--- src/sv/lcbb_pkg.sv ---
// Types, constants and state codes for the byte-budget LRU frame cache.
// No dependencies.
package lcbb_pkg;

    localparam int ENTRIES_DEF = 16;
    localparam int CHARGE_SHIFT = 4;
    localparam int PROD_W = 30;
    localparam int CHARGE_W = PROD_W + CHARGE_SHIFT;
    localparam int CAP_W = 40;
    localparam logic [CAP_W-1:0] CAP_RESET = 40'd1073741824;
    localparam int REMOVED_W = 5;
    localparam logic [REMOVED_W-1:0] REMOVED_MAX = 5'd31;
    localparam int APB_ADDR_W = 4;
    localparam int APB_DATA_W = 64;
    localparam logic [APB_ADDR_W-1:0] CAP_ADDR = 4'h0;

    typedef enum logic [1:0] {
        ACT_GET     = 2'd0,
        ACT_PUT     = 2'd1,
        ACT_CLR_REV = 2'd2,
        ACT_CLR_ALL = 2'd3
    } action_t;

    typedef enum logic [3:0] {
        S_IDLE,
        S_FIND_RD,
        S_FIND_CHK,
        S_HIT,
        S_FULL,
        S_OLD,
        S_OLD_DROP,
        S_FREE,
        S_INS,
        S_TRIM,
        S_REV_RD,
        S_REV_CHK,
        S_CLR,
        S_DONE
    } state_t;

    typedef enum logic [1:0] {
        RK_NONE,
        RK_DROP,
        RK_HIT,
        RK_INS
    } rank_op_t;

    typedef struct packed {
        logic [63:0]         revision;
        logic [63:0]         seq_key;
        logic [63:0]         time_val;
        logic [61:0]         scale_dims;
        logic [63:0]         signature;
        logic [31:0]         handle;
        logic [CHARGE_W-1:0] bytes;
    } entry_t;

    typedef struct packed {
        logic wr_en;
        logic rd_en;
    } mem_ctl_t;

endpackage

--- src/sv/lcbb_apb_cfg.sv ---
// APB register block holding the byte capacity.
// Depends on lcbb_pkg.
module lcbb_apb_cfg (
    input  logic                                clk,
    input  logic                                rst_n,
    input  logic                                psel,
    input  logic                                penable,
    input  logic                                pwrite,
    input  logic [lcbb_pkg::APB_ADDR_W-1:0]     paddr,
    input  logic [lcbb_pkg::APB_DATA_W-1:0]     pwdata,
    output logic [lcbb_pkg::APB_DATA_W-1:0]     prdata,
    output logic                                pready,
    output logic [lcbb_pkg::CAP_W-1:0]          capacity
);

    logic [lcbb_pkg::CAP_W-1:0] cap_reg;
    logic                       cap_sel;

    assign cap_sel  = (paddr == lcbb_pkg::CAP_ADDR);
    assign pready   = 1'b1;
    assign prdata   = cap_sel ? lcbb_pkg::APB_DATA_W'(cap_reg) : '0;
    assign capacity = cap_reg;

    always_ff @(posedge clk or negedge rst_n)
    begin
        if (!rst_n)
        begin
            cap_reg <= lcbb_pkg::CAP_RESET;
        end
        else if (psel && penable && pwrite && cap_sel)
        begin
            cap_reg <= pwdata[lcbb_pkg::CAP_W-1:0];
        end
    end

endmodule

--- config.mk ---
export PLATFORM = sky130hd
export DESIGN_NAME = lcbb_apb_cfg
export DESIGN_NICKNAME = d
export VERILOG_FILES = /design/src/sv/lcbb_pkg.sv /design/src/sv/lcbb_apb_cfg.sv
export SDC_FILE = /design/constraint.sdc
export NUM_CORES = 1
export LEC_CHECK = 0
export BUFFER_PORTS_ARGS = -buffer_cell sky130_fd_sc_hd__clkbuf_2
export CORE_MARGIN = 2
export CORE_UTILIZATION = 40
export CTS_BUF_LIST = sky130_fd_sc_hd__clkbuf_8
export CTS_CLUSTER_DIAMETER = 150
export DETAILED_ROUTE_END_ITERATION = 10
export GPL_ROUTABILITY_DRIVEN = 0
export GPL_TIMING_DRIVEN = 1
export PLACE_DENSITY = 0.87
export RECOVER_POWER = 100
export SYNTH_ARGS = -nofsm -noshare
export SYNTH_HDL_FRONTEND = slang
export SYNTH_SLANG_ARGS = --single-unit
export TNS_END_PERCENT = 5
--- constraint.sdc ---
create_clock -name clk -period 1.5 [get_ports clk]
set_input_delay 0.375 -clock clk [delete_from_list [all_inputs] [get_ports clk]]
set_output_delay 0.375 -clock clk [all_outputs]
set_load 0.02 [all_outputs]
# ---- Word level (Yosys, flattened, before mapping)
# Cells that the tools add are included.
dict set report totals {
  ff_bits 40
  input_bits 73
  elab_cells 6
  out_inout_bits 105
}
dict set report classes {
  n_mux 1
  reduce_logical 4
}
# op n
set op_table {}
lappend op_table {{40-bit 2-to-1 mux} 1}
lappend op_table {{4-bit zero test} 1}
lappend op_table {{1-bit logical AND} 3}

# ---- Longest topological paths before layout
dict set report logic_depth {
  ltp_word 3
  mapped_depth 5
  mapped_depth_nobuf 3
}

# ---- Worst setup path after synthesis
# OpenSTA, ideal clock, no wires.
dict set report synth_timing {
  path_type {input -> register}
  from {input port paddr[1] (netlist bit)}
  to {register cap_reg (netlist bit capacity[0])}
  setup_time_ns 0.125
  t_arrival_ns 1.491
  path_buffers 2
  slack_ns -0.116
  stages 5
  t_required_ns 1.375
  cell_sequence {nor4_4 and4_1 buf_6 buf_12 mux2_4}
}
dict set report synth_between {
  elab_chain_len 2
}
# element line_no
set synth_rtl {}
lappend synth_rtl {{from (decl)} lcbb_apb_cfg.sv:9} ;# input logic [lcbb_pkg::APB_ADDR_W-1:0] paddr,
lappend synth_rtl {{4-bit zero test} lcbb_apb_cfg.sv:19} ;# assign cap_sel = (paddr == lcbb_pkg::CAP_ADDR);
lappend synth_rtl {{1-bit logical AND} lcbb_apb_cfg.sv:30} ;# else if (psel && penable && pwrite && cap_sel)
lappend synth_rtl {{to (signal assigned)} lcbb_apb_cfg.sv:28} ;# cap_reg <= lcbb_pkg::CAP_RESET;
lappend synth_rtl {{to (signal assigned)} lcbb_apb_cfg.sv:32} ;# cap_reg <= pwdata[lcbb_pkg::CAP_W-1:0];
lappend synth_rtl {{to (decl)} lcbb_apb_cfg.sv:16} ;# logic [lcbb_pkg::CAP_W-1:0] cap_reg;
# Every way passes these cells.
# A chain may end at the register's enable or synchronous reset.

# ---- Worst setup path in the final report
dict set report layout_timing {
  from {input port paddr[1] (netlist bit)}
  to {output port prdata[11] (netlist bit)}
}
dict set report layout_between {
  elab_chain_len 2
}
# element line_no
set layout_rtl {}
lappend layout_rtl {{4-bit zero test} lcbb_apb_cfg.sv:19}
lappend layout_rtl {{40-bit 2-to-1 mux} lcbb_apb_cfg.sv:21} ;# assign prdata = cap_sel ? lcbb_pkg::APB_DATA_W'(cap_reg) : '0;
lappend layout_rtl {{to (decl)} lcbb_apb_cfg.sv:11} ;# output logic [lcbb_pkg::APB_DATA_W-1:0] prdata,
# Every way passes these cells.

==> impl_metrics.json <==
{
  "drv_slew": 0,
  "violations": "negative setup slack",
  "ys_ff_latch": 40,
  "utilization_pct": 64.9,
  "drt_iter0_drc": 37,
  "root_buffer": "clkbuf_8",
  "peakVddDrop_mv": 0.496,
  "fmax_ghz": 0.555,
  "synth_common_cells": "and2_1, mux2_4, dfrtp_1, buf_4",
  "grt_overflow": 0,
  "critPathArrivalTime_ps": 1430,
  "hpwl_um": 3540,
  "antenna_cells": 0,
  "synth_top_flop_cell": "dfrtp_1",
  "die_y_um": 77.9,
  "cap_viol_max_count": 0,
  "coreArea_mm2": 0.00520,
  "antenna_found_initial": 0,
  "synth_top_area_share_pct": 44.7,
  "cp_slowest_cell": "nor4_4",
  "largest_reg_flops": 40,
  "layout-drive-gt1-share_pct": 68.4,
  "drc": 0,
  "setup_viol": 80,
  "syn_area_per_cell_um2": 13.8,
  "multi_input_area_mm2": 0.00105,
  "syn_to_final_growth_pct": 54.5,
  "power_mw": 2.84,
  "cp_max_fo": 8,
  "grt_pass1_wl_um": 8220,
  "synth-edff-count": 0,
  "fillers": 397,
  "ys_seq_area_share_pct": 45.9,
  "numCtsBuffers": 5,
  "fin_skew_ps": 0,
  "synthCells": 158,
  "syn-cell-area_mm2": 0.00218,
  "clock_sinks": 40,
  "htreeDepth": 2,
  "ys_warn_count": 0,
  "worstPathRequired_ps": 1120,
  "drtPass1Iterations": 4,
  "rsz0062_at_grt": "true",
  "critical_path.most_common_cell": "buf_6",
  "clkPwrFrac_pct": 24.7,
  "holdWs_ps": 230,
  "cpPeakStageDelay_ps": 290,
  "dieArea_mm2": 0.00607,
  "seqCellArea_mm2": 0.00100,
  "p_leak_nw": 1.77,
  "vias_per_cell": 4.46,
  "synth_area_leader_cell": "dfrtp_1",
  "finish.net_count": 366,
  "grt_max_degree": 26,
  "clk_pin_slew_ps": 70,
  "grtUsageTotal_pct": 17.4,
  "cts_tree": "yes",
  "cts_buffer_depth": 2,
  "hold_path_class": "input port to async pin",
  "postRouteAntennaNets": 0,
  "grt_pass1_vias": 1627,
  "initial_core_util_pct": 42.0,
  "chipWidth_um": 77.9,
  "pwr-share-seq_pct": 47.3,
  "end_kind": "primary output",
  "outcome": "finished, violations left",
  "p_comb_share_pct": 28.0,
  "path_class": "input port to primary output",
  "wirelength_um": 5680,
  "power.density_mw_per_mm2": 843,
  "crit_chain": "buf_6, nor4_4, buf_6, clkbuf_16, and2_1, buf_6",
  "tightestPinTransition_ps": 988,
  "internal_power_mw": 1.96,
  "maxSlewHeadroom_pct": 34.1,
  "fin_crit_sh_pct": 120,
  "num_rows": 26,
  "drt-wirelength-per-cell_um": 15.6,
  "ys_async_sr_fraction_pct": 100,
  "clock_latency_ps": 280,
  "worst_slack_ps": -301,
  "io_pins": 178,
  "start_kind": "input port",
  "io_buffers": 128,
  "yosysUniqueCellTypes": 11,
  "synth_area_leaders": "dfrtp_1, mux2_4, and2_1",
  "switching_share_pct": 31.2,
  "fin_crit_ps": 1800,
  "power.switching_mw": 0.886,
  "vias": 1624,
  "hold_viol": 0
}
==> cells by family after synthesis <==
family                 share of synthesized area [%]
flip-flops                                      45.9
multiplexers                                    27.5
buffers and inverters                           13.5
AND/OR/NAND/NOR                                 12.8
other                                          0.344
==> placed cells by master, fill, tap and decap left out, types with 2 or more instances in the layout <==
cell / netlist / layout
clkbuf_16: 0 / 3
clkbuf_2: 0 / 71
and2_1: 40 / 11
and2_4: 0 / 29
mux2_4: 40 / 40
buf_12: 4 / 3
buf_8: 0 / 20
dfrtp_1: 39 / 39
conb_1: 2 / 25
buf_6: 1 / 19
clkbuf_1: 4 / 16
clkbuf_8: 0 / 11
inv_1: 0 / 2
==> power by group through the flow <==
stage                     clock network, mW  registers [mW]  logic (mW)
after global placement                    0            1.35       0.744
after global routing                  0.785            1.37       0.844
final                                 0.701            1.35       0.796
after floorplan                           0            1.51       0.350
after detailed placement                  0            1.35       0.757
after CTS                             0.733            1.34       0.778
==> critical path, delay by kind of cell <==
family                 cells  cell delay (ps)
AND/OR/NAND/NOR            2              450
buffers and inverters      4              600
==> area by class of cell <==
cell class,instances,share of cell area (%)
multi-input combinational,107,31.1
clock buffer,6,2.45
timing repair buffer,139,34.0
tap,70,2.59
sequential,40,29.7
clock inverter,2,0.222
==> per-layer routing <==
layer | global-route usage (%) | up-vias | wire length [um]
met5 | 0 | - | 0
met4 | 5.96 | 0 | 74
met3 | 5.58 | 10 | 434
met2 | 30.3 | 94 | 3040
met1 | 20.1 | 791 | 2130
li1 | - | 729 | -
==> per-stage QoR <==
step / instances / worst slack, ps / setup TNS [ps] / cell area (um2)
2_1_floorplan: 181 / -114 / -6250 / 2270
3_3_place_gp: 350 / -429 / -29420 / 2780
3_5_place_dp: 350 / -432 / -30280 / 2780
4_1_cts: 360 / -240 / -13080 / 3130
5_1_grt: 364 / -331 / -20250 / 3380
6_report: 364 / -301 / -18290 / 3380
==> path summary, 6_finish.rpt <==
| kind | from | to | slack, ps | cells after the start |
|---|---|---|---|---|
| setup / recovery | paddr[1] | prdata[11] | -300 | 6 |
| hold / removal | rst_n | capacity[31] | 230 | 1 |
| setup reg to reg | capacity[32] | capacity[32] | 710 | 1 |
| hold reg to reg | capacity[14] | capacity[14] | 540 | 1 |
| max in group asynchronous | rst_n | capacity[8] | 220 | 2 |
| min in group clk | pwdata[21] | capacity[21] | 320 | 2 |
==> what timing repair did <==
| action | 4_1_cts | 5_1_grt |
|---|---|---|
| buffers inserted | 2 | 0 |
| gates cloned | 0 | 4 |
| pin swaps | 1 | 3 |
| gates resized for setup | 58 | 94 |
| endpoints found under the setup margin | 80 | 80 |
| hold buffers | 0 | 0 |
(Power assumes the default switching activity.)
